### src/rfpe_pkg.sv
package rfpe_pkg;

  localparam int TE_W    = 12;
  localparam int PRE_W   = 6;
  localparam int LEN_W   = 8;
  localparam int BITS_W  = 7;
  localparam int DUR_W   = 15;
  localparam int CNT_W   = 11;
  localparam int STAT_W  = 2;
  localparam int CIDX_W  = 3;
  localparam int PROD_W  = TE_W + LEN_W;

  localparam logic [TE_W-1:0]   TE_RST       = 12'd400;
  localparam logic [PRE_W-1:0]  PRE_RST      = 6'd23;
  localparam logic [LEN_W-1:0]  HDR_RST      = 8'd10;
  localparam logic [LEN_W-1:0]  GRD_RST      = 8'd39;
  localparam logic [BITS_W-1:0] BITS_RST     = 7'd66;
  localparam logic [PRE_W-1:0]  PREAMBLE_MAX = 6'd48;
  localparam logic [PROD_W-1:0] DUR_MAX      = 20'h07FFF;

  localparam logic [CIDX_W-1:0] CFG_TE       = 3'd0;
  localparam logic [CIDX_W-1:0] CFG_PREAMBLE = 3'd1;
  localparam logic [CIDX_W-1:0] CFG_HEADER   = 3'd2;
  localparam logic [CIDX_W-1:0] CFG_GUARD    = 3'd3;
  localparam logic [CIDX_W-1:0] CFG_BITS     = 3'd4;

  localparam logic [STAT_W-1:0] STAT_OK  = 2'd0;
  localparam logic [STAT_W-1:0] STAT_DUR = 2'd1;
  localparam logic [STAT_W-1:0] STAT_LIM = 2'd2;

  typedef enum logic [2:0] {
    S_IDLE,
    S_PRE,
    S_HDR,
    S_BHI,
    S_BLO,
    S_GRD
  } state_t;

  typedef enum logic [2:0] {
    PK_PRE,
    PK_HDR,
    PK_BHI,
    PK_BLO,
    PK_GRD
  } pulse_kind_t;

  typedef struct packed {
    logic        accept;
    logic        emit;
    pulse_kind_t kind;
    logic        finish;
  } dp_cmd_t;

  typedef struct packed {
    logic skip;
    logic first;
    logic pre_zero;
    logic pre_last;
    logic last_bit;
    logic slot_free;
    logic err;
  } dp_stat_t;

endpackage

### src/rfpe_ctrl.sv
module rfpe_ctrl import rfpe_pkg::*; (
  input  logic     clk,
  input  logic     rst_n,
  input  logic     in_valid,
  output logic     in_stall,
  input  dp_stat_t stat,
  output dp_cmd_t  cmd
);

  state_t state_r, state_nxt;

  always_ff @(posedge clk) begin
    if (!rst_n) begin
      state_r <= S_IDLE;
    end else begin
      state_r <= state_nxt;
    end
  end

  always_comb begin
    state_nxt = state_r;
    unique case (state_r)
      S_IDLE: begin
        if (in_valid && !stat.skip) begin
          if (!stat.first) begin
            state_nxt = S_BHI;
          end else if (stat.pre_zero) begin
            state_nxt = S_HDR;
          end else begin
            state_nxt = S_PRE;
          end
        end
      end
      S_PRE: begin
        if (stat.slot_free) begin
          if (stat.err) begin
            state_nxt = S_IDLE;
          end else if (stat.pre_last) begin
            state_nxt = S_HDR;
          end
        end
      end
      S_HDR: begin
        if (stat.slot_free) begin
          state_nxt = stat.err ? S_IDLE : S_BHI;
        end
      end
      S_BHI: begin
        if (stat.slot_free) begin
          state_nxt = stat.err ? S_IDLE : S_BLO;
        end
      end
      S_BLO: begin
        if (stat.slot_free) begin
          state_nxt = (!stat.err && stat.last_bit) ? S_GRD : S_IDLE;
        end
      end
      S_GRD: begin
        if (stat.slot_free) begin
          state_nxt = S_IDLE;
        end
      end
      default: state_nxt = S_IDLE;
    endcase
  end

  always_comb begin
    cmd      = '0;
    cmd.kind = PK_PRE;
    in_stall = 1'b1;
    unique case (state_r)
      S_IDLE: begin
        in_stall   = 1'b0;
        cmd.accept = in_valid;
      end
      S_PRE: begin
        cmd.emit   = 1'b1;
        cmd.kind   = PK_PRE;
        cmd.finish = stat.slot_free && stat.err;
      end
      S_HDR: begin
        cmd.emit   = 1'b1;
        cmd.kind   = PK_HDR;
        cmd.finish = stat.slot_free && stat.err;
      end
      S_BHI: begin
        cmd.emit   = 1'b1;
        cmd.kind   = PK_BHI;
        cmd.finish = stat.slot_free && stat.err;
      end
      S_BLO: begin
        cmd.emit   = 1'b1;
        cmd.kind   = PK_BLO;
        cmd.finish = stat.slot_free && (stat.err || !stat.last_bit);
      end
      S_GRD: begin
        cmd.emit   = 1'b1;
        cmd.kind   = PK_GRD;
        cmd.finish = stat.slot_free;
      end
      default: begin
        cmd = '0;
      end
    endcase
  end

endmodule

### config.mk
export PLATFORM = sky130hd
export DESIGN_NAME = rfpe_ctrl
export DESIGN_NICKNAME = d
export VERILOG_FILES = /design/src/rfpe_pkg.sv /design/src/rfpe_ctrl.sv
export SDC_FILE = /design/constraint.sdc
export NUM_CORES = 1
export LEC_CHECK = 0
export BUFFER_PORTS_ARGS = -buffer_cell sky130_fd_sc_hd__buf_2
export CORE_AREA = 4 4 41 43
export CTS_CLUSTER_DIAMETER = 200
export DETAILED_ROUTE_END_ITERATION = 10
export DIE_AREA = 0 0 45 47
export PLACE_DENSITY = 0.47
export SLEW_MARGIN = 20
export SYNTH_ARGS = -nofsm -noshare
export SYNTH_HDL_FRONTEND = slang
export SYNTH_SLANG_ARGS = --single-unit
### constraint.sdc
create_clock -name clk -period 2.7 [get_ports clk]
set_input_delay 0.27 -clock clk [delete_from_list [all_inputs] [get_ports clk]]
set_output_delay 0.27 -clock clk [all_outputs]
set_load 0.02 [all_outputs]
---- After elaboration in Yosys (flattened, before gate mapping) ----
Cells that the tools add are included.
Widths: inputs -> output; s select.
cells by class
  mux-type cells .......................... 17
  reductions and logical operators ........ 10
  equality and inequality tests ........... 12
operators with widths
  cell                count
  $mux 3              10
  $pmux 5 s5          1
  $pmux 3 s6          1
  $ne 2x2->1 const B  6
  $reduce_and 7->1    1
  $eq 3x2->1 const B  2
  $eq 3x3->1 const B  2
  $mux 2              3
  $logic_and 1x1->1   4
  $eq 3x1->1 const B  1
  $logic_not 1->1     3
  $logic_not 3->1     1
  $ne 3x3->1 const B  1
  $mux 1              2
  $logic_or 1x1->1    1
storage, ports and cells
  word-level logic and storage cells ...... 40
  input port bits ......................... 10
  output and inout port bits .............. 7
  bits in registers ....................... 3

---- Longest topological paths before layout ----
Gate-level depths: netlist of run 1.
  depth in word-level cells ............... 5
  depth in mapped cells ................... 5
  mapped depth without buffers ............ 4

---- Worst setup path before layout of run 1 ----
OpenSTA, ideal clock, no wires.
  path kind ............................... reg-to-output
  from .................................... register state_r[1]
  to ...................................... output port cmd[0] (netlist bit)
  cell stages (with the launch flop) ...... 4
  path slack .............................. 1.180 ns
  arrival time ............................ 1.250 ns
  path buffers ............................ 1
  required time ........................... 2.430 ns
  cells stage by stage .................... dfxtp_1 -> buf_2 -> o21ai_0 -> a221oi_1
RTL lines
  item                    RTL line         source
  start, declared         rfpe_ctrl.sv:10  state_t state_r, state_nxt;
  start signal, assigned  rfpe_ctrl.sv:16  state_r <= state_nxt;
  end, declared           rfpe_ctrl.sv:7   output dp_cmd_t cmd

==> results of run 1 <==
==> cell usage after synthesis, types with 2 or more instances <==
master | number | area share (%)
o21ai_0 | 3 | 4.3
nand2_1 | 4 | 4.3
nand2b_1 | 3 | 5.4
buf_2 | 3 | 4.3
nor2_1 | 6 | 6.5
a21oi_1 | 4 | 5.8
dfxtp_1 | 3 | 17
inv_1 | 4 | 4.3
nor2b_1 | 2 | 3.6
==> metal layers <==
metal / GRT usage (%) / share of wire, % / up-vias
li1: - / - / 225
met1: 16.1 / 51 / 182
met2: 13.6 / 41 / 19
met3: 4.60 / 7.6 / 0
met4: 1.75 / 0 / 0
met5: 0 / 0 / -
==> cell families after synthesis <==
group | synth area share (%)
compound gates | 34.9
buf+inv | 8.63
xor+xnor | 2.52
flops | 17.3
simple gates | 36.7
==> critical path, cell delays in order (launching register included) <==
cell	delay, ps
dfxtp_1	600
nor2b_1	360
a22o_1	180
buf_2	160
==> metrics by stage <==
step,utilization (%),cells
5_1_grt,35.2,84
4_1_cts,35.2,84
6_report,35.2,84
3_5_place_dp,33.2,80
2_1_floorplan,-,52
3_3_place_gp,33.2,80
==> how the worst min path moves through the flow <==
stage | start | end | slack [ps] | depth (start not counted)
2_1_floorplan | rst_n | state_r[1]$_SDFFE_PN0P_ | 410 | 2
3_5_place_dp | rst_n | state_r[1]$_SDFFE_PN0P_ | 530 | 3
3_3_place_gp | rst_n | state_r[1]$_SDFFE_PN0P_ | 560 | 3
5_1_grt | rst_n | state_r[1]$_SDFFE_PN0P_ | 320 | 3
4_1_cts | rst_n | state_r[1]$_SDFFE_PN0P_ | 300 | 3
6_report | rst_n | state_r[1]$_SDFFE_PN0P_ | 300 | 3
==> report_power, final <==
part | leakage [nW] | switching, mW | internal (mW)
clock network | 0.0150 | 0.0229 | 0.0554
registers | 0.0246 | 0.0500 | 0.0586
logic | 0.165 | 0.155 | 0.113
==> final cells by class <==
type / count / area (µm²)
Tap cell: 15 / 18.8
Sequential cell: 3 / 60.1
Multi-Input combinational cell: 42 / 258
Fill cell: 150 / 843
Inverter: 4 / 15.0
Timing Repair Buffer: 16 / 80.1
Clock buffer: 4 / 26.3
==> key figures, run 1 <==
Run status
  • Status: finished, final reports clean

STA
  • Hold Fails Final Rpt: 0
  • Slew Limit Fails: 0
  • Fin crit period: 1800 ps
  • Fmax: 0.557 GHz
  • RSZ-0062 raised after global routing: no
  • Slew margin rel.: 68.7%
  • Worst slew pin tran: 464 ps
  • Setup slack after layout: 903 ps
  • Period utilisation layout: 66.5%
  • Clock Skew: 0.0240 ps
  • Setup TNS: 0 ps
  • Final setup viols: 0
  • WHS: 298 ps

Worst setup path
  • CP max FO: 15
  • Reg2reg start: state_r[1]$_SDFFE_PN0P_
  • Reg2reg end: state_r[0]$_SDFFE_PN0P_
  • Worst Path Required: 2430 ps
  • Critical path arrival: 1530 ps
  • Flop-to-flop setup slack: 1120 ps
  • Worst Setup EP: cmd[2]
  • Crit path launch: state_r[1]$_SDFFE_PN0P_
  • Crit Path Class: register to primary output
  • Startpoint types: register
  • Worst Setup End Kind: primary output
  • Worst R2R Path Depth: 4

Layout
  • Nets@finish: 80
  • Leading cell type in the layout, fill and taps excluded: buf_2
  • Largest regs: state_r (3)
  • Finished Cell Area: 458 µm²
  • # diodes: 0
  • Biggest register: state_r
  • Area delta synth->final: 31.7%
  • Max reg flops: 3
  • Commonest non-fill, non-tap cells in the layout: buf_2 (16), nor2_1 (6), inv_1 (4), a21oi_1 (4), nand2_1 (4)
  • Layout cell share with drive strength beyond 1: 29.0%

Die
  • Chip height: 47 µm
  • Starting Density: 26.7%
  • Top-level I/O count: 17
  • Core Region: 1300 µm²
  • Die W: 45 µm
  • Die area: 2120 µm²
  • Std cell rows: 13

Min path
  • HP Class: primary input to register

Global route
  • Tot GR Track Use: 10.6%
  • Vias in the first global route: 378
  • First-pass GRT wire length: 1640 µm
  • Initial antenna violation count: 0
  • Largest net degree at the start of global routing: 16
  • Global route overflow: 0

Power
  • Pwr/cell area: 993 nW/µm²
  • Peak VDD IR: 0.382 mV
  • Leak: 0.204 nW
  • Total Power: 0.455 mW

Clock tree
  • Cts repair resizes: 0
  • Clock transition at path regs: 40 ps
  • Root Buffer: clkbuf_4
  • CTS Buffer Depth: 2
  • Clock sinks: 3
  • Skew-Pair Late Insertion Delay: 230 ps
  • CTS Buf Count: 3
  • Hold-fix buffers, CTS: 0
  • Postcts setup bufs: 0
  • CTS tree: done
  • CTS H-Tree Depth: 1

Run
  • Max-cap violation count: 0

Synthesis
  • Yosys reg bits: 3
  • Distinct cells, synth: 29
  • EDFF count, synth: 0
  • Synth Net Count: 62
  • Cell Area, Synth: 348 µm²
  • Mean Syn Cell Area: 6.69 µm²
  • Register area share after synthesis: 17.3%
  • Synthesized instance count: 52
  • Top_reg_cell synth: dfxtp_1
  • Async SR Flop Fraction: 0%
  • Synth warnings: 0

Detailed routing
  • DR WL/cell: 11.3 µm
  • Vias per cell: 5.07
  • Detail Route Antenna Nets: 0
  • DRC Markers: 0
  • Routed wire length: 946 µm
  • 1st-iter DRT viols: 10
  • Total number of vias: 426
  • TritonRoute pass-1 iters: 4

Place
  • Hpwl dp: 739 µm
  • Pre-CTS setup slack: 1160 ps
  • Cell Area, Placed: 432 µm²
  • Number of port buffers: 16
  • GPL Wtd Cong: 0.734
(Power assumes the default switching activity.)
==> inputs of run 2 (changes only) <==
Settings changed: ABC_AREA from default to 1.
Clock period 2.7 ns to 1.5 ns, I/O delays scaled along.
==> key figures, run 2 <==
Power
  • Pwr/cell area: 2490 nW/µm² (was 993 nW/µm²)
  • Leak: 0.268 nW (was 0.204 nW)
  • Peak VDD IR: 0.823 mV (was 0.382 mV)

Synthesis
  • Cell Area, Synth: 320 µm² (was 348 µm²)
  • Mean Syn Cell Area: 5.25 µm² (was 6.69 µm²)
  • Top-count cell post-synth: nand2_1 (was nor2_1)
  • Synthesized instance count: 61 (was 52)
  • Most instantiated cells after synthesis: nand2_1 (15), nor2_1 (12), inv_1 (10), nand3_1 (7), dfxtp_1 (3) (was nor2_1 (6), a21oi_1 (4), inv_1 (4), nand2_1 (4))
  • EDFF count, synth: 0 (unchanged)
  • Register area share after synthesis: 18.8% (was 17.3%)
  • Yosys reg bits: 3 (unchanged)
  • Synth area leader: dfxtp_1 (unchanged)
  • Async SR Flop Fraction: 0% (unchanged)
  • Top_reg_cell synth: dfxtp_1 (unchanged)
  • Synth Net Count: 71 (was 62)
  • Synth top area cells: dfxtp_1 (19%), nand2_1 (18%), nor2_1 (14%) (was dfxtp_1 (17%), nor2_1 (6.5%), a21oi_1 (5.8%))
  • Synth top area share: 18.8% (was 17.3%)
  • Synth warnings: 0 (unchanged)
  • Distinct cells, synth: 15 (was 29)

Layout
  • Leading cell type in the layout, fill and taps excluded: buf_2 (unchanged)
  • Biggest register: state_r (unchanged)
  • Final core utilization: 34.4% (was 35.2%)
  • # diodes: 0 (unchanged)
  • Max reg flops: 3 (unchanged)
  • Largest regs: state_r (3) (unchanged)
  • Layout cell share with drive strength beyond 1: 37.5% (was 29.0%)
  • Nets@finish: 91 (was 80)
  • Commonest non-fill, non-tap cells in the layout: buf_2 (16), nand2_1 (15), nor2_1 (12) (was buf_2 (16), nor2_1 (6), inv_1 (4), a21oi_1 (4), nand2_1 (4))
  • Finished Cell Area: 448 µm² (was 458 µm²)
  • Layout fillers: 159 (was 150)
  • Area delta synth->final: 39.8% (was 31.7%)

Detailed routing
  • DR WL/cell: 9.01 µm (was 11.3 µm)
  • Routed wire length: 856 µm (was 946 µm)
  • 1st-iter DRT viols: 10 (unchanged)
  • Detail Route Antenna Nets: 0 (unchanged)
  • DRC Markers: 0 (unchanged)
  • Vias per cell: 4.29 (was 5.07)
  • Total number of vias: 408 (was 426)
  • TritonRoute pass-1 iters: 4 (unchanged)

Die
  • Chip height: 47 µm (unchanged)
  • Core Region: 1300 µm² (unchanged)
  • Die W: 45 µm (unchanged)
  • Starting Density: 24.6% (was 26.7%)
  • Top-level I/O count: 17 (unchanged)
  • Die area: 2120 µm² (unchanged)
  • Std cell rows: 13 (unchanged)

Worst setup path
  • Worst Path Required: 1350 ps (was 2430 ps)
  • Worst Setup End Kind: primary output (unchanged)
  • Critical path arrival: 1250 ps (was 1530 ps)
  • Crit Path Class: register to primary output (unchanged)
  • CP max FO: 8 (was 15)
  • Worst R2R Path Depth: 9 (was 4)
  • Startpoint types: register (unchanged)

STA
  • Final setup viols: 0 (unchanged)
  • Hold Fails Final Rpt: 0 (unchanged)
  • RSZ-0062 raised after global routing: no (unchanged)
  • Period utilisation layout: 93.0%
  • Fmax: 0.717 GHz
  • Fin crit period: 1400 ps
  • WHS: 158 ps (was 298 ps)
  • Clock Skew: 1.20 ps (was 0.0240 ps)
  • Setup TNS: 0 ps (unchanged)
  • Slew Limit Fails: 0 (unchanged)
  • Setup slack after layout: 105 ps (was 903 ps)
  • Worst slew pin tran: 258 ps (was 464 ps)
  • Slew margin rel.: 82.7% (was 68.7%)

Clock tree
  • CTS H-Tree Depth: 1 (unchanged)
  • CTS Buf Count: 3 (unchanged)
  • Clock sinks: 3 (unchanged)
  • CTS Buffer Depth: 2 (unchanged)
  • Root Buffer: clkbuf_4 (unchanged)
  • CTS tree: done (unchanged)
  • Skew-Pair Late Insertion Delay: 230 ps (about the same)
  • Clock transition at path regs: 40 ps (about the same)

Run status
  • Status: finished, final reports clean (unchanged)

Global route
  • Global route overflow: 0 (unchanged)
  • Largest net degree at the start of global routing: 9 (was 16)
  • Initial antenna violation count: 0 (unchanged)
  • Tot GR Track Use: 9.55% (was 10.6%)
  • First-pass GRT wire length: 1470 µm (was 1640 µm)
  • Vias in the first global route: 395 (was 378)

Place
  • Hpwl dp: 725 µm (was 739 µm)
  • GPL Wtd Cong: 0.693 (was 0.734)
  • Pre-CTS setup slack: 242 ps (was 1160 ps)
  • Cell Area, Placed: 408 µm² (was 432 µm²)
  • Number of port buffers: 16 (unchanged)

Run
  • Max-cap violation count: 0 (unchanged)

Min path
  • Hold path depth: 3 (unchanged)
  • HP Class: primary input to register (unchanged)
run 2: changes by cell type in the layout (fill, tap and decap cells not counted), sizes merged, moves of 2 or more:
cell,delta
nor2,+8
nand3,+7
a21oi,-2
o21ai,-2
nand2,+13
inv,+8
nand2b,-3
nor2b,-2
run 2: path summary, 6_finish.rpt:
path | end | slack [ps] | startpoint
worst max-delay path | cmd[0] | 100 | state_r[2]$_SDFFE_PN0P_
worst min-delay path | state_r[1]$_SDFFE_PN0P_ | 160 | rst_n
worst max register to register | state_r[0]$_SDFFE_PN0P_ | 380 | state_r[0]$_SDFFE_PN0P_
worst min register to register | state_r[2]$_SDFFE_PN0P_ | 570 | state_r[2]$_SDFFE_PN0P_
run 2: cell type report:
class	instances	area [µm²]	share of cell area, %
timing repair buffer	16	80.1	17.9
multi-input combinational	45	214	47.8
clock buffer	4	26.3	5.87
sequential	3	63.8	14.2
inverter	12	45.0	10.1
tap	15	18.8	4.19
run 2: cell families after synthesis:
| kind of cell | share of synthesized area [%] |
|---|---|
| simple gates | 54.3 |
| buf+inv | 17.6 |
| compound gates | 9.38 |
| flops | 18.8 |
run 2: per-layer routing:
| metal | GRT usage, % | part of all wire (%) | up-vias |
|---|---|---|---|
| li1 | - | - | 225 |
| met1 | 11.6 | 48 | 173 |
| met5 | 0 | 0 | - |
| met3 | 4.98 | 6.9 | 0 |
| met2 | 15.3 | 45 | 10 |
| met4 | 1.75 | 0 | 0 |
run 2: repair_timing:
item,4_1_cts,5_1_grt
setup endpoints to repair,1,3
hold buffers,0,0
resized for setup,1,5
setup buffers,0,0
cloned,0,0
pin swaps,0,1
run 2: critical path, cell delays in order (launching register included):
cell,delay (ps)
dfxtp_2,420
nand2_1,110
nor2_1,130
a31oi_1,60
a21oi_1,120
buf_2,180
run 2: power by group:
group / internal (mW) / total [mW] / switching, mW
Clock: 0.0996 / 0.140 / 0.0404
Sequential: 0.128 / 0.199 / 0.0707
Combinational: 0.272 / 0.776 / 0.503
run 2: per-stage QoR:
stage	power [mW]	instances
5_1_grt	1.24	95
3_5_place_dp	0.940	91
4_1_cts	1.09	95
6_report	1.11	95
3_3_place_gp	0.946	91
2_1_floorplan	0.760	61
==> inputs of run 3 (changes only) <==
Settings changed: PLACE_DENSITY 0.47 to default, PLACE_DENSITY_LB_ADDON from default to 0.1.
==> key figures, run 3 (synthesis results as in run 2) <==
Run status
  • Status: finished, final reports clean (unchanged)

Layout
  • Layout cell share with drive strength beyond 1: 38.8% (was 37.5%)
  • # diodes: 0 (unchanged)
  • Max reg flops: 3 (unchanged)
  • Finished Layout Cells: 95 (unchanged)
  • Nets@finish: 91 (unchanged)
  • Largest regs: state_r (3) (unchanged)
  • Biggest register: state_r (unchanged)
  • Finished Cell Area: 448 µm² (unchanged)
  • Commonest non-fill, non-tap cells in the layout: nand2_1 (15), buf_2 (15), nor2_1 (11) (was buf_2 (16), nand2_1 (15), nor2_1 (12))
  • Area delta synth->final: 39.8% (unchanged)

Detailed routing
  • WL met3: 78 µm (was 59 µm)
  • Routed length on met1: 361 µm (was 413 µm)
  • DR WL/cell: 8.99 µm (was 9.01 µm)
  • Detail Route Antenna Nets: 0 (unchanged)
  • TritonRoute pass-1 iters: 4 (unchanged)
  • Top routing layer used: met3 (unchanged)
  • Routed wire length: 854 µm (was 856 µm)
  • DRC Markers: 0 (unchanged)
  • Met2 WL: 414 µm (was 382 µm)
  • Total number of vias: 417 (was 408)
  • 1st-iter DRT viols: 4 (was 10)
  • Vias per cell: 4.39 (was 4.29)

Die
  • Die W: 45 µm (unchanged)
  • Chip height: 47 µm (unchanged)
  • Starting Density: 24.6% (unchanged)
  • Top-level I/O count: 17 (unchanged)
  • Core Region: 1300 µm² (unchanged)
  • Std cell rows: 13 (unchanged)
  • Die area: 2120 µm² (unchanged)

Worst setup path
  • Worst Setup EP: cmd[5] (was cmd[0])
  • Critical path arrival: 1220 ps (was 1250 ps)
  • Flop-to-flop setup slack: 350 ps (was 380 ps)
  • Worst R2R Path Depth: 9 (unchanged)
  • Crit-path cells: nor2_4, inv_1, nor2_2, inv_1, nor2_1, buf_2 (was nand2_1, nor2_1, a31oi_1, a21oi_1, buf_2)
  • Slowest stage delay, CP: 340 ps (was 420 ps)
  • Crit Path Class: register to primary output (unchanged)
  • Reg2reg end: state_r[0]$_SDFFE_PN0P_ (unchanged)
  • Reg2reg start: state_r[0]$_SDFFE_PN0P_ (unchanged)
  • CP max FO: 4 (was 8)
  • Slowest CP cell: dfxtp_2 (unchanged)
  • Most frequent CP cell: inv_1
  • Worst Path Required: 1350 ps (about the same)
  • Worst Setup End Kind: primary output (unchanged)
  • Startpoint types: register (unchanged)
  • Crit path launch: state_r[1]$_SDFFE_PN0P_ (was state_r[2]$_SDFFE_PN0P_)

Clock tree
  • CTS tree: done (unchanged)
  • CTS H-Tree Depth: 1 (unchanged)
  • Clock sinks: 3 (unchanged)
  • Clock transition at path regs: 30 ps (was 40 ps)
  • CTS Buffer Depth: 2 (unchanged)
  • Postcts setup bufs: 0 (unchanged)
  • Skew-Pair Late Insertion Delay: 230 ps (about the same)
  • Root Buffer: clkbuf_4 (unchanged)
  • CTS Buf Count: 3 (unchanged)

Global route
  • Global route overflow: 0 (unchanged)
  • First-pass GRT wire length: 1250 µm (was 1470 µm)
  • Largest net degree at the start of global routing: 9 (unchanged)
  • Initial antenna violation count: 0 (unchanged)
  • Tot GR Track Use: 8.21% (was 9.55%)
  • Vias in the first global route: 356 (was 395)

STA
  • Period utilisation layout: 91.6% (was 93.0%)
  • Hold Fails Final Rpt: 0 (unchanged)
  • Fin crit period: 1370 ps (was 1400 ps)
  • Fmax: 0.728 GHz (was 0.717 GHz)
  • Setup TNS: 0 ps (unchanged)
  • Clock Skew: 2.19 ps (was 1.20 ps)
  • Slew margin rel.: 82.6% (was 82.7%)
  • Slew Limit Fails: 0 (unchanged)
  • WHS: 167 ps (was 158 ps)
  • Final setup viols: 0 (unchanged)
  • Worst slew pin tran: 259 ps (was 258 ps)

Place
  • Cell Area, Placed: 408 µm² (unchanged)
  • Number of port buffers: 16 (unchanged)
  • GPL Wtd Cong: 0.679 (was 0.693)
  • Hpwl dp: 730 µm (was 725 µm)
  • Inst Count DP: 91 (unchanged)

Run
  • Max-cap violation count: 0 (unchanged)

Min path
  • HP Class: primary input to register (unchanged)

Power
  • Pwr/cell area: 2460 nW/µm² (was 2490 nW/µm²)
  • Peak VDD IR: 0.987 mV (was 0.823 mV)
  • Total Power: 1.10 mW (was 1.11 mW)
  • Leak: 0.266 nW (was 0.268 nW)
[run 3: power by group]
part	switching [mW]	internal [mW]
Combinational	0.500	0.271
Sequential	0.0693	0.128
Clock	0.0358	0.0993
Total	0.605	0.498
[run 3: per-layer routing]
metal | vias to the layer above | global-route usage (%)
li1 | 224 | -
met1 | 179 | 8.16
met2 | 14 | 15.0
met3 | 0 | 2.30
met4 | 0 | 5.26
met5 | - | 0
[run 3: per-stage QoR]
step                setup slack [ps]  util (%)
global placement                 288      31.3
floorplan                       86.8         -
global route                   -1.53      34.4
detailed placement               258      31.3
CTS                             6.37      33.4
finish                           126      34.4
[run 3: critical path: cells and delay by family (launching register included)]
kind / cells / cell delay (ps)
DFF: 1 / 340
buffers and inverters: 3 / 300
and+or+nand+nor: 3 / 350
[run 3: area by class of cell]
cell class | instances | area (µm²)
inverter | 12 | 45.0
multi-input combinational | 45 | 211
sequential | 3 | 63.8
timing repair buffer | 16 | 82.6
clock buffer | 4 | 26.3
tap | 15 | 18.8
fill | 173 | 853
[run 3: repair_timing]
action | 4_1_cts | 5_1_grt
endpoints found under the hold margin | 0 | 0
resized for setup | 0 | 7
endpoints found under the setup margin | 0 | 2
hold buffers | 0 | 0
[run 3: worst min path at each step]
stage / from / endpoint / slack (ps) / cells past startpoint
global route: rst_n / state_r[1]$_SDFFE_PN0P_ / 170 / 3
global placement: rst_n / state_r[2]$_SDFFE_PN0P_ / 410 / 3
floorplan: rst_n / state_r[0]$_SDFFE_PN0P_ / 270 / 2
detailed placement: rst_n / state_r[2]$_SDFFE_PN0P_ / 410 / 3
finish: rst_n / state_r[1]$_SDFFE_PN0P_ / 170 / 3
CTS: rst_n / state_r[1]$_SDFFE_PN0P_ / 170 / 3
