File: src/rfpe_pkg.sv
package rfpe_pkg;

  localparam int TE_W    = 12;
  localparam int PRE_W   = 6;
  localparam int LEN_W   = 8;
  localparam int BITS_W  = 7;
  localparam int DUR_W   = 15;
  localparam int CNT_W   = 11;
  localparam int STAT_W  = 2;
  localparam int CIDX_W  = 3;
  localparam int PROD_W  = TE_W + LEN_W;

  localparam logic [TE_W-1:0]   TE_RST       = 12'd400;
  localparam logic [PRE_W-1:0]  PRE_RST      = 6'd23;
  localparam logic [LEN_W-1:0]  HDR_RST      = 8'd10;
  localparam logic [LEN_W-1:0]  GRD_RST      = 8'd39;
  localparam logic [BITS_W-1:0] BITS_RST     = 7'd66;
  localparam logic [PRE_W-1:0]  PREAMBLE_MAX = 6'd48;
  localparam logic [PROD_W-1:0] DUR_MAX      = 20'h07FFF;

  localparam logic [CIDX_W-1:0] CFG_TE       = 3'd0;
  localparam logic [CIDX_W-1:0] CFG_PREAMBLE = 3'd1;
  localparam logic [CIDX_W-1:0] CFG_HEADER   = 3'd2;
  localparam logic [CIDX_W-1:0] CFG_GUARD    = 3'd3;
  localparam logic [CIDX_W-1:0] CFG_BITS     = 3'd4;

  localparam logic [STAT_W-1:0] STAT_OK  = 2'd0;
  localparam logic [STAT_W-1:0] STAT_DUR = 2'd1;
  localparam logic [STAT_W-1:0] STAT_LIM = 2'd2;

  typedef enum logic [2:0] {
    S_IDLE,
    S_PRE,
    S_HDR,
    S_BHI,
    S_BLO,
    S_GRD
  } state_t;

  typedef enum logic [2:0] {
    PK_PRE,
    PK_HDR,
    PK_BHI,
    PK_BLO,
    PK_GRD
  } pulse_kind_t;

  typedef struct packed {
    logic        accept;
    logic        emit;
    pulse_kind_t kind;
    logic        finish;
  } dp_cmd_t;

  typedef struct packed {
    logic skip;
    logic first;
    logic pre_zero;
    logic pre_last;
    logic last_bit;
    logic slot_free;
    logic err;
  } dp_stat_t;

endpackage

File: src/rfpe_dp.sv
module rfpe_dp import rfpe_pkg::*; #(
  parameter int PULSE_LIMIT = 256
) (
  input  logic              clk,
  input  logic              rst_n,
  input  logic              cfg_valid,
  input  logic [CIDX_W-1:0] cfg_index,
  input  logic [TE_W-1:0]   cfg_data,
  input  logic              in_data_bit,
  input  dp_cmd_t           cmd,
  output dp_stat_t          stat,
  output logic              out_valid,
  input  logic              out_stall,
  output logic              out_level,
  output logic [DUR_W-1:0]  out_length_us,
  output logic [STAT_W-1:0] out_status,
  output logic              out_run_last,
  output logic              out_frame_done,
  output logic [CNT_W-1:0]  out_pulses_so_far
);

  logic [TE_W-1:0]   te_us_r;
  logic [PRE_W-1:0]  preamble_len_r;
  logic [LEN_W-1:0]  header_len_r;
  logic [LEN_W-1:0]  guard_len_r;
  logic [BITS_W-1:0] frame_bits_r;

  logic [BITS_W-1:0] bit_pos_r;
  logic [CNT_W-1:0]  pulse_total_r;
  logic              skip_r;
  logic [PRE_W-1:0]  pre_idx_r;
  logic              bit_r;

  logic              out_valid_r;
  logic              out_level_r;
  logic [DUR_W-1:0]  out_dur_r;
  logic [STAT_W-1:0] out_status_r;
  logic              out_run_last_r;
  logic              out_done_r;
  logic [CNT_W-1:0]  out_cnt_r;

  logic [BITS_W-1:0] bit_next;
  logic              last_bit;
  logic [PRE_W-1:0]  np;
  logic [LEN_W-1:0]  te_units;
  logic [PROD_W-1:0] dur_full;
  logic              err_dur;
  logic              err_lim;
  logic              slot_free;
  logic              fire;
  logic              pulse_level;

  assign bit_next  = bit_pos_r + 7'd1;
  assign last_bit  = (bit_next == frame_bits_r);
  assign np        = (preamble_len_r > PREAMBLE_MAX) ? PREAMBLE_MAX : preamble_len_r;
  assign slot_free = !out_valid_r || !out_stall;
  assign fire      = cmd.emit && slot_free;

  always_comb begin
    case (cmd.kind)
      PK_PRE: begin
        te_units    = 8'd1;
        pulse_level = ~pre_idx_r[0];
      end
      PK_HDR: begin
        te_units    = header_len_r;
        pulse_level = 1'b0;
      end
      PK_BHI: begin
        te_units    = bit_r ? 8'd2 : 8'd1;
        pulse_level = 1'b1;
      end
      PK_BLO: begin
        te_units    = bit_r ? 8'd1 : 8'd2;
        pulse_level = 1'b0;
      end
      PK_GRD: begin
        te_units    = guard_len_r;
        pulse_level = 1'b0;
      end
      default: begin
        te_units    = 8'd0;
        pulse_level = 1'b0;
      end
    endcase
  end

  assign dur_full = PROD_W'(te_units) * PROD_W'(te_us_r);
  assign err_dur  = (dur_full > DUR_MAX);
  assign err_lim  = (pulse_total_r >= CNT_W'(PULSE_LIMIT));

  always_comb begin
    stat           = '0;
    stat.skip      = skip_r;
    stat.first     = (bit_pos_r == '0);
    stat.pre_zero  = (np == '0);
    stat.pre_last  = ((pre_idx_r + 6'd1) == np);
    stat.last_bit  = last_bit;
    stat.slot_free = slot_free;
    stat.err       = err_dur || err_lim;
  end

  always_ff @(posedge clk) begin
    if (!rst_n) begin
      te_us_r        <= TE_RST;
      preamble_len_r <= PRE_RST;
      header_len_r   <= HDR_RST;
      guard_len_r    <= GRD_RST;
      frame_bits_r   <= BITS_RST;
    end else if (cfg_valid) begin
      unique case (cfg_index)
        CFG_TE:       te_us_r        <= cfg_data;
        CFG_PREAMBLE: preamble_len_r <= cfg_data[PRE_W-1:0];
        CFG_HEADER:   header_len_r   <= cfg_data[LEN_W-1:0];
        CFG_GUARD:    guard_len_r    <= cfg_data[LEN_W-1:0];
        CFG_BITS:     frame_bits_r   <= cfg_data[BITS_W-1:0];
        default: ;
      endcase
    end
  end

  always_ff @(posedge clk) begin
    if (!rst_n) begin
      bit_pos_r     <= '0;
      pulse_total_r <= '0;
      skip_r        <= 1'b0;
      pre_idx_r     <= '0;
    end else begin
      if (cmd.accept) begin
        if (skip_r) begin
          if (last_bit) begin
            bit_pos_r     <= '0;
            pulse_total_r <= '0;
            skip_r        <= 1'b0;
          end else begin
            bit_pos_r <= bit_next;
          end
        end else if (bit_pos_r == '0) begin
          pulse_total_r <= '0;
          pre_idx_r     <= '0;
        end
      end
      if (fire && !err_dur && !err_lim) begin
        if (!(cmd.finish && last_bit)) begin
          pulse_total_r <= pulse_total_r + 11'd1;
        end
        if (cmd.kind == PK_PRE) begin
          pre_idx_r <= pre_idx_r + 6'd1;
        end
      end
      if (cmd.finish) begin
        if (last_bit) begin
          bit_pos_r     <= '0;
          pulse_total_r <= '0;
        end else begin
          bit_pos_r <= bit_next;
          skip_r    <= err_dur || err_lim;
        end
      end
    end
  end

  always_ff @(posedge clk) begin
    if (cmd.accept) begin
      bit_r <= in_data_bit;
    end
  end

  always_ff @(posedge clk) begin
    if (!rst_n) begin
      out_valid_r <= 1'b0;
    end else if (fire) begin
      out_valid_r <= 1'b1;
    end else if (!out_stall) begin
      out_valid_r <= 1'b0;
    end
  end

  always_ff @(posedge clk) begin
    if (fire) begin
      if (err_dur || err_lim) begin
        out_level_r    <= 1'b0;
        out_dur_r      <= '0;
        out_status_r   <= err_dur ? STAT_DUR : STAT_LIM;
        out_run_last_r <= 1'b1;
        out_done_r     <= 1'b1;
        out_cnt_r      <= pulse_total_r;
      end else begin
        out_level_r    <= pulse_level;
        out_dur_r      <= dur_full[DUR_W-1:0];
        out_status_r   <= STAT_OK;
        out_run_last_r <= (cmd.kind == PK_GRD) || (cmd.kind == PK_BLO && !last_bit);
        out_done_r     <= (cmd.kind == PK_GRD);
        out_cnt_r      <= pulse_total_r + 11'd1;
      end
    end
  end

  assign out_valid         = out_valid_r;
  assign out_level         = out_level_r;
  assign out_length_us     = out_dur_r;
  assign out_status        = out_status_r;
  assign out_run_last      = out_run_last_r;
  assign out_frame_done    = out_done_r;
  assign out_pulses_so_far = out_cnt_r;

endmodule

File: config.mk
export PLATFORM = sky130hd
export DESIGN_NAME = rfpe_dp
export DESIGN_NICKNAME = d
export VERILOG_FILES = /design/src/rfpe_pkg.sv /design/src/rfpe_dp.sv
export SDC_FILE = /design/constraint.sdc
export NUM_CORES = 1
export LEC_CHECK = 0
export ABC_AREA = 1
export BUFFER_PORTS_ARGS = -buffer_cell sky130_fd_sc_hd__buf_2
export CELL_PAD_IN_SITES_DETAIL_PLACEMENT = 1
export CELL_PAD_IN_SITES_GLOBAL_PLACEMENT = 1
export CORE_MARGIN = 2
export CORE_UTILIZATION = 45
export CTS_CLUSTER_DIAMETER = 200
export DETAILED_ROUTE_END_ITERATION = 16
export PLACE_DENSITY_LB_ADDON = 0.1
export REMOVE_ABC_BUFFERS = 1
export SETUP_SLACK_MARGIN = 0.3
export SYNTH_ARGS = -nofsm -noshare
export SYNTH_HDL_FRONTEND = slang
export SYNTH_SLANG_ARGS = --single-unit
File: constraint.sdc
create_clock -name clk -period 6.5 [get_ports clk]
set_input_delay 0.325 -clock clk [delete_from_list [all_inputs] [get_ports clk]]
set_output_delay 0.325 -clock clk [all_outputs]
set_load 0.03 [all_outputs]
# After elaboration in Yosys (flattened, before gate mapping)
# Index checks and enable logic that the tools add are counted.
dict set report word_totals {
  ff_bits 99
  inputBits 26
  output_inout_bits 39
}
dict set report op_classes {
  add_sub_neg 3
  multipliers 1
  magnitude_cmp 3
  n_eq_ne 11
  mux 31
  bitwise 1
  reduce_logical 25
}
# cell n
set op_table {}
lappend op_table {{$mux W11} 9}
lappend op_table {{$pmux W8 S5} 1}
lappend op_table {{$mux W6} 6}
lappend op_table {{$mux W7} 4}
lappend op_table {{$gt A20 B15 Y1 const B} 1}
lappend op_table {{$mul A8 B12 Y20} 1}
lappend op_table {{$eq A3 B2 Y1 const B} 4}
lappend op_table {{$reduce_and A2 Y1} 6}
lappend op_table {{$add A11 B1 Y11 const B} 1}
lappend op_table {{$ge A11 B9 Y1 const B} 1}
lappend op_table {{$add A7 B1 Y7 const B} 1}
lappend op_table {{$eq A7 B7 Y1} 1}
lappend op_table {{$logic_not A7 Y1} 1}
lappend op_table {{$mux W1} 7}
lappend op_table {{$add A6 B1 Y6 const B} 1}
lappend op_table {{$eq A3 B1 Y1 const B} 2}
lappend op_table {{$eq A3 B3 Y1 const B} 2}
lappend op_table {{$eq A6 B6 Y1} 1}
lappend op_table {{$gt A6 B6 Y1 const B} 1}
lappend op_table {{$logic_not A3 Y1} 2}
lappend op_table {{$logic_not A6 Y1} 1}
lappend op_table {{$mux W2} 3}
lappend op_table {{$logic_and A1 B1 Y1} 5}
lappend op_table {{$logic_not A1 Y1} 5}
lappend op_table {{other kinds (5)} 8}

# Depth between registers and ports, before layout
# Gate-level depths: netlist (run 1).
dict set report depth {
  depth_word 10
  depth_mapped 32
  mapped_depth_nobuf 32
}

# Worst setup path after synthesis (run 1)
# No wires, ideal clock.
dict set report synth_timing {
  path_type {input to register}
  start {input cmd[3] (netlist name)}
  end {register out_cnt_r[5], in the netlist out_pulses_so_far[5] (data pin)}
  setup_time_ps 259
  t_arrival_ps 5034
  required_ps 6241
  setup_slack_ps 1207
  path_stages 25
  path_buffers 1
  path_cell_list {nor3_1 -> nand2_1 -> nand2_1 -> clkinv_1 -> nor2_1 -> fa_1 -> fa_1 -> fa_1 -> inv_1 -> fa_1 -> inv_1 -> ha_1 -> nand2_1 -> inv_2 -> a21oi_1 -> nand2_1 -> nand2_1 -> nand2_1 -> nand2_1 -> nand3_1 -> nor2_4 -> nand3_4 -> buf_2 -> nand2_1 -> o21ai_2}
}
dict set report synth_between {
  elab_chain_cells 6
}
# item line
set synth_rtl {}
lappend synth_rtl {{from (decl)} rfpe_dp.sv:10} ;# input dp_cmd_t cmd,
lappend synth_rtl {{$eq A3 B3 Y1 (tied with other cells)} rfpe_dp.sv:60} ;# case (cmd.kind)
lappend synth_rtl {{$pmux W8 S5 (*)} rfpe_dp.sv:60}
lappend synth_rtl {{$mul A8 B12 Y20 (*)} rfpe_dp.sv:88} ;# assign dur_full = PROD_W'(te_units) * PROD_W'(te_us_r);
lappend synth_rtl {{$gt A20 B15 Y1 (*)} rfpe_dp.sv:89} ;# assign err_dur = (dur_full > DUR_MAX);
lappend synth_rtl {{$logic_or A1 B1 Y1 (*)} rfpe_dp.sv:181} ;# if (err_dur || err_lim) begin
lappend synth_rtl {{$mux W11 (*)} rfpe_dp.sv:181}
lappend synth_rtl {{to (signal assigned)} rfpe_dp.sv:187} ;# out_cnt_r <= pulse_total_r;
lappend synth_rtl {{to (signal assigned)} rfpe_dp.sv:194} ;# out_cnt_r <= pulse_total_r + 11'd1;
lappend synth_rtl {{to (decl)} rfpe_dp.sv:40} ;# logic [CNT_W-1:0] out_cnt_r;
# Every way passes the cells marked *; elsewhere a longest branch is shown, timed or not.
# A chain may end at the register's enable or synchronous reset.

==> out/results.ini, run 1 <==
[critical_path]
worstPathArrival_ns = 5.33
critPathTopFamily = adder cells
critical-path-slowest-cell = fa_1
crit_buf_inv = 6
critPathCaptureType = output port
cp.required_ns = 6.17
path_class = input pin to output port
startpoint_type = input pin
crit_path_frequent_cell = nand2_1
crit_path_max_incr_delay_ns = 0.55
worst-path-max-fanout = 10

[finish]
layout.nets = 1239
fin_cells = 1338
drive_above_1_share = 0.105
area_growth_pct = 10.8
n_antenna_cell = 0
fillers = 2256

[timing]
relSlewSlack = 0.447
hold_viol_final = 0
setup_viol = 0
slew_viol_final = 0
max_freq_mhz = 177
worst_slew_pin_slew_ns = 0.823
post-route-period-util = 0.869
clock_skew_ns = 0.00893
holdWs_ns = 0.145
min_period_ns = 5.65
fin_setup_tns_ns = 0
rsz0062_at_grt = false

[power]
p_int_w = 0.00106
leakagePower_nw = 4.26
power_w = 0.00159
vdd_ir_drop_max_mv = 0.131
swShare = 0.332
clock_power_share = 0.322
power.switching_w = 0.000528
p_seq_frac = 0.445
p_per_area_nw_per_um2 = 183
comb_power_share = 0.233

[floorplanning]
std_cell_rows = 48
die_width_um = 136
die_area_um2 = 18500
dieHeight_um = 136
core_um2 = 17100
initial_core_util = 0.457
pin_count = 65

[cts]
cts_tree = yes
postCtsHoldBufs = 0
clk_latency_ns = 0.36
numCtsBuffers = 9
clock-sinks = 99
root_buffer = clkbuf_16
clk_path_buf_depth = 2
htree_levels = 3
path_clk_slew_ns = 0.07

[yosys]
syn-instance-count = 1048
synth_top_area_frac = 0.171
yosysWarnings = 0
synthesis.area_um2 = 7820
ys_ff_latch = 99
synthTopCellsByCount = nand2_1, inv_1, nor2_1
async_reset_ff_frac = 0
yosysMostFrequentCell = nand2_1
yosysSeqAreaShare = 0.294
ys_types = 43
synthTopCellsByArea = dfxtp_1, fa_1, edfxtp_1, nand2_1, inv_1
syn_area_per_cell_um2 = 7.47
ys.flop_type = dfxtp_1
synth_edf_count = 32
yosysTopAreaCell = dfxtp_1

[global_routing]
grt_max_degree = 46
grt_pass1_vias = 6855
grt_pass1_wl_um = 34000
grt_overflow_total = 0
antenna_found_initial = 0
track_usage = 0.235

[placement]
port_buffers = 64
dp_cells = 1320
globalplace.congestion = 0.880
dpl.hpwl_um = 16600

[drt]
drt_iter0_markers = 294
route.detailed.drc = 0
first_pass_iters = 4
wl_um = 20700
ant_nets = 0
dr_total_vias = 6691
wl_per_cell_um = 15.5
viasPerCell = 5.00

[run_status]
outcome = completed

[worst_hold_path]
hold_path_class = input pin to flop

[flow_run]
max_cap_viol_count = 0

## flip-flops by register name, summed over array words and instances, names as in the netlist
name and flops:
out_length_us 15, te_us_r 12, out_pulses_so_far 11, pulse_total_r 11, guard_len_r 8, header_len_r 8, bit_pos_r 7, frame_bits_r 7
pre_idx_r 6, preamble_len_r 6, out_status 2, bit_r 1, out_frame_done 1, out_level 1, out_run_last 1, out_valid 1
skip_r 1
## path summary, 6_finish.rpt
check	start	to	slack, ns	depth (start not counted)
hold reg to reg	header_len_r[1]	header_len_r[1]	0.47	2
hold / removal	in_data_bit	bit_r	0.15	1
setup / recovery	cmd[3]	stat[0]	0.85	25
setup reg to reg	bit_r	out_run_last	1.04	23
## cell usage in the layout (no fill, tap or decap), types with 6 or more instances in the layout
| cell type | instances |
|---|---|
| nor2_1 | 162 |
| nand2_1 | 236 |
| clkinvlp_4 | 6 |
| xor2_1 | 20 |
| clkbuf_16 | 9 |
| nor3_1 | 7 |
| xnor2_1 | 13 |
| o21ai_0 | 37 |
| a21oi_1 | 36 |
| dfxtp_1 | 67 |
| fa_1 | 60 |
| nand4_1 | 8 |
| edfxtp_1 | 32 |
| ha_1 | 45 |
| buf_2 | 64 |
| inv_1 | 194 |
| nand3_1 | 54 |
## stage by stage
step                      setup slack (ns)  cell area (um2)   util
after CTS                            0.402             8630  0.504
after global routing                 0.461             8670  0.506
after global placement               0.481             8350  0.488
after detailed placement             0.243             8350  0.488
final                                0.849             8670  0.506
after floorplan                      0.984             7720      -
## power groups by stage
stage	sequential (W)	clock, W	combinational, W
finish	0.000707	0.000513	0.000370
global route	0.000712	0.000544	0.000416
CTS	0.000708	0.000524	0.000371
detailed placement	0.000722	0	0.000368
global placement	0.000720	0	0.000357
floorplan	0.000762	0	0.000213
## area by class of cell
cell class                 instances  area (um2)  share of cell area
sequential                        99        2300               0.266
timing repair buffer              69         358              0.0413
multi-input combinational        728        4680               0.540
tap                              225         282              0.0325
clock buffer                       9         225              0.0260
clock inverter                     7        52.6             0.00606
inverter                         201         766              0.0884
## cells by family after synthesis
| family | count (synthesis) | share of synthesized area |
|---|---|---|
| xor+xnor | 33 | 0.0369 |
| buf+inv | 222 | 0.110 |
| flops | 99 | 0.294 |
| simple gates | 495 | 0.267 |
| compound gates | 94 | 0.0662 |
| fa+ha+maj | 105 | 0.225 |
## layer usage
metal  global-route usage  vias up  wire length, um
met2                0.390      128             9590
li1                     -     3340                -
met5                    0        -                0
met3               0.0347       14              796
met4               0.0527        0              231
met1                0.327     3209            10100
## timing repair
item,CTS,global route
resized for setup,1,4
pin swaps,0,1
endpoints found under the setup margin,1,2
endpoints found under the hold margin,0,0
gates cloned,0,1
buffers inserted,0,1
Note: power is estimated with default switching activity, not from simulation.
==> run 2: changes to the inputs <==
==> constraint.sdc (replaced) <==
create_clock -name clk -period 6.5 [get_ports clk]
set_input_delay 0.325 -clock clk [delete_from_list [all_inputs] [get_ports clk]]
set_output_delay 0.325 -clock clk [all_outputs]
set_load 0.01 [all_outputs]
==> out/results.ini, run 2 (synthesized netlist as in run 1, its figures left out) <==
[worst_hold_path]
min_path_cells = 1
holdPathEnd = bit_r
hold_path_class = input pin to flop
hp-start = in_data_bit

[power]
leakagePower_nw = 4.30
vdd_ir_drop_max_mv = 0.143
p_per_area_nw_per_um2 = 182

[timing]
post-route-period-util = 0.883
clock_skew_ns = 0.0108
min_period_ns = 5.74
slew_viol_final = 0
relSlewSlack = 0.315
fin_ws_ns = 0.759
max_freq_mhz = 174
rsz0062_at_grt = false
setup_viol = 0
holdWs_ns = 0.150
fin_setup_tns_ns = 0
worst_slew_pin_slew_ns = 1.02
hold_viol_final = 0

[drt]
viasPerCell = 5.02
dr_total_vias = 6748
wl_um = 20800
wl_per_cell_um = 15.5
first_pass_iters = 4
drt_iter0_markers = 306
route.detailed.drc = 0
ant_nets = 0

[floorplanning]
die_area_um2 = 18500
initial_core_util = 0.457
pin_count = 65
core_um2 = 17100
std_cell_rows = 48
dieHeight_um = 136
die_width_um = 136

[placement]
port_buffers = 64
globalplace.congestion = 0.850
dpl.hpwl_um = 16600
pre_cts_slack_ns = 0.128

[finish]
regArea_um2 = 2300
layout.nets = 1244
multiInputGateArea_um2 = 4680
drive_above_1_share = 0.110
final_common_cell = nand2_1
largest_register_ffs = 15
n_antenna_cell = 0
fillers = 2249
area_growth_pct = 11.5
final_cell_mix = nand2_1, inv_1, nor2_1

[cts]
htree_levels = 3
root_buffer = clkbuf_16
clk_latency_ns = 0.35
cts_tree = yes
clk_path_buf_depth = 2
clock-sinks = 99
path_clk_slew_ns = 0.07
numCtsBuffers = 9

[global_routing]
track_usage = 0.234
grt_max_degree = 46
grt_pass1_wl_um = 34000
grt-busiest-layer = met2
globalRouteMet1Util = 0.337
antenna_found_initial = 0
use_met2 = 0.383
grt_pass1_vias = 6751
use_met3 = 0.0280
grt_overflow_total = 0

[critical_path]
reg2reg_from = bit_r
startpoint_type = input pin
critical-path-slowest-cell = fa_1
crit_path_frequent_cell = nand2_1
worstPathArrival_ns = 5.42
path_class = input pin to output port
cp.required_ns = 6.17
worst-path-max-fanout = 8
crit_buf_inv = 7
critPathTopFamily = adder cells
rrSetupSlack_ns = 0.91
critPathCaptureType = output port
ff2ff_path_depth = 24
worstReg2RegEnd = out_run_last
crit_path_max_incr_delay_ns = 0.54

[flow_run]
max_cap_viol_count = 0

[run_status]
outcome = completed

-- run 2: changes by cell type in the layout (fill, tap and decap cells not counted), sizes merged --
cell / before / now
clkinvlp: 6 / 5
inv: 199 / 198
buf: 69 / 74
bufinv: 0 / 1
clkbuf: 9 / 10
-- run 2: cell type report --
| class | instances | share of cell area |
|---|---|---|
| inverters | 201 | 0.0878 |
| multi-input cells | 728 | 0.537 |
| repair buffers | 74 | 0.0453 |
| flip-flops and latches | 99 | 0.264 |
| clock buffers | 10 | 0.0263 |
| clock inverters | 6 | 0.00746 |
| well taps | 225 | 0.0323 |
-- run 2: timing repair --
item | CTS | global route
hold buffers | 0 | 0
buffers inserted | 0 | 6
setup endpoints to repair | 1 | 10
gates resized for setup | 1 | 5
cloned | 0 | 1
-- run 2: per-stage QoR --
stage	power, W	util	area [um2]	cells
finish	0.00159	0.510	8720	1343
global route	0.00167	0.510	8720	1343
CTS	0.00160	0.505	8650	1336
detailed placement	0.00105	0.488	8350	1320
global placement	0.00104	0.488	8350	1320
floorplan	0.000938	-	7720	1027
-- run 2: worst reg2reg max path: cells and delay by family (launching register included) --
| family | cells | cell delay (ns) |
|---|---|---|
| compound gates | 2 | 0.36 |
| flops | 1 | 0.44 |
| fa+ha+maj | 4 | 1.85 |
| buf+inv | 6 | 0.79 |
| simple gates | 12 | 1.89 |
-- run 2: power by group --
| part | switching [W] | total, W | internal [W] |
|---|---|---|---|
| clock network | 0.000245 | 0.000544 | 0.000299 |
| registers | 0.0000227 | 0.000707 | 0.000685 |
| logic | 0.000220 | 0.000337 | 0.000117 |
-- run 2: metal layers --
layer  wire length (um)  vias up
met5                  0        -
met4                165        0
met3                623       14
met2               9770      113
met1              10200     3275
li1                   -     3346
-- run 2: worst max-delay path by stage --
stage,startpoint,end,cells past startpoint
after CTS,cmd[1],stat[0],26
after floorplan,cmd[3],out_run_last,24
after global routing,cmd[1],stat[0],26
final,cmd[1],stat[0],26
after detailed placement,cmd[1],out_pulses_so_far[0],27
after global placement,cmd[1],out_pulses_so_far[0],27
==> run 3: changes to the inputs <==
--- a/config.mk
+++ b/config.mk
@@ -14,6 +14,7 @@
 export CTS_CLUSTER_DIAMETER = 200
 export DETAILED_ROUTE_END_ITERATION = 16
 export PLACE_DENSITY_LB_ADDON = 0.1
+export RECOVER_POWER = 50
 export REMOVE_ABC_BUFFERS = 1
 export SETUP_SLACK_MARGIN = 0.3
 export SYNTH_ARGS = -nofsm -noshare
==> out/results.ini, run 3 (synthesized netlist as in run 1, its figures left out) <==
[critical_path]
worstPathArrival_ns = 5.41
critPathCaptureType = output port
worstReg2RegEnd = out_run_last
startpoint_type = input pin
rrSetupSlack_ns = 0.90
reg2reg_from = bit_r
worst-path-max-fanout = 8
path_class = input pin to output port
ff2ff_path_depth = 24
cp.required_ns = 6.17

[cts]
path_clk_slew_ns = 0.07
clk_path_buf_depth = 2
htree_levels = 3
clk_latency_ns = 0.35
cts_tree = yes
postCtsHoldBufs = 0
root_buffer = clkbuf_16
numCtsBuffers = 9
clock-sinks = 99

[finish]
drive_above_1_share = 0.0742
fin_cells = 1343
finalInstanceArea_um2 = 8670
final_cell_mix = nand2_1, inv_1, nor2_1
fillers = 2249
n_antenna_cell = 0
largest_register_ffs = 15
layout.nets = 1244
final_util = 0.507
final_common_cell = nand2_1
area_growth_pct = 10.8

[placement]
placedInstanceArea_um2 = 8350
port_buffers = 64
dpl.hpwl_um = 16600
dp_cells = 1320
globalplace.congestion = 0.850

[floorplanning]
core_um2 = 17100
pin_count = 65
dieHeight_um = 136
std_cell_rows = 48
die_width_um = 136
initial_core_util = 0.457
die_area_um2 = 18500

[timing]
worst_slew_pin_slew_ns = 1.92
slew_viol_final = 83
setup_viol = 0
post-route-period-util = 0.883
holdWs_ns = 0.150
rsz0062_at_grt = false
fin_setup_tns_ns = 0
max_freq_mhz = 174
min_period_ns = 5.74
relSlewSlack = -0.279
clock_skew_ns = 0.0109
hold_viol_final = 0

[drt]
drt_iter0_markers = 314
wl_um = 20800
dr_total_vias = 6749
wl_per_cell_um = 15.5
route.detailed.drc = 0
first_pass_iters = 4
viasPerCell = 5.03
ant_nets = 0

[power]
p_per_area_nw_per_um2 = 183
leakagePower_nw = 4.17
vdd_ir_drop_max_mv = 0.143

[worst_hold_path]
hold_path_class = input pin to flop
hp-start = in_data_bit
holdPathEnd = bit_r
min_path_cells = 1

[flow_run]
max_cap_viol_count = 2

[global_routing]
grt_pass1_wl_um = 34000
grt_overflow_total = 0
antenna_found_initial = 0
track_usage = 0.234
grt_pass1_vias = 6751
grt_max_degree = 46

[run_status]
outcome = finished, violations left
violations = capacitance limit, slew limit

run 3: area by class of cell:
class,instances,area (um2),area share
Sequential cell,99,2300,0.266
Timing Repair Buffer,74,343,0.0395
Clock inverter,6,65.1,0.00750
Clock buffer,10,229,0.0264
Tap cell,225,282,0.0325
Multi-Input combinational cell,728,4680,0.540
Inverter,201,766,0.0883
run 3: worst max-delay path by stage:
| stage | startpoint | endpoint | cells past startpoint |
|---|---|---|---|
| CTS | cmd[1] | stat[0] | 26 |
| detailed placement | cmd[1] | out_pulses_so_far[0] | 27 |
| global route | cmd[1] | stat[0] | 26 |
| global placement | cmd[1] | out_pulses_so_far[0] | 27 |
| floorplan | cmd[3] | out_run_last | 24 |
| finish | cmd[1] | stat[0] | 26 |
run 3: metal layers:
| layer | share of wire | up-vias | global-route usage | wire length (um) |
|---|---|---|---|---|
| met5 | 0 | - | 0 | 0 |
| met3 | 0.030 | 12 | 0.0280 | 624 |
| li1 | - | 3349 | - | - |
| met4 | 0.0072 | 0 | 0.0411 | 150 |
| met1 | 0.50 | 3285 | 0.337 | 10300 |
| met2 | 0.47 | 103 | 0.383 | 9720 |
run 3: worst max-delay path, cell delays in order:
cell     delay [ns]
buf_2          0.12
nor2_1         0.10
inv_1          0.08
nor2_4         0.20
nand2_1        0.09
nand2_1        0.18
inv_1          0.18
nor2_1         0.18
fa_1           0.46
fa_1           0.53
fa_1           0.54
inv_1          0.05
fa_1           0.54
inv_1          0.05
ha_1           0.34
nand2_1        0.13
inv_2          0.06
a21oi_1        0.15
nand2_1        0.13
nand2_1        0.10
nand2_1        0.05
nand2_1        0.06
nand3_1        0.14
nor2_4         0.24
nand3_4        0.15
buf_2          0.20
run 3: report_power, final:
| group | switching, W | leakage (nW) | total, W | internal [W] |
|---|---|---|---|---|
| registers | 0.0000233 | 0.867 | 0.000709 | 0.000685 |
| logic | 0.000220 | 3.17 | 0.000331 | 0.000111 |
| clock network | 0.000246 | 0.139 | 0.000545 | 0.000299 |
run 3: stage by stage:
stage | setup slack (ns) | power, W
finish | 0.762 | 0.00158
global route | 0.355 | 0.00167
CTS | 0.427 | 0.00160
detailed placement | 0.128 | 0.00105
global placement | 0.317 | 0.00104
floorplan | 1.05 | 0.000938
run 3: timing repair:
item	4_1_cts	5_1_grt
endpoints found under the hold margin	0	0
gates resized for setup	1	5
setup buffers	0	6
setup endpoints to repair	1	10
cloned	0	1
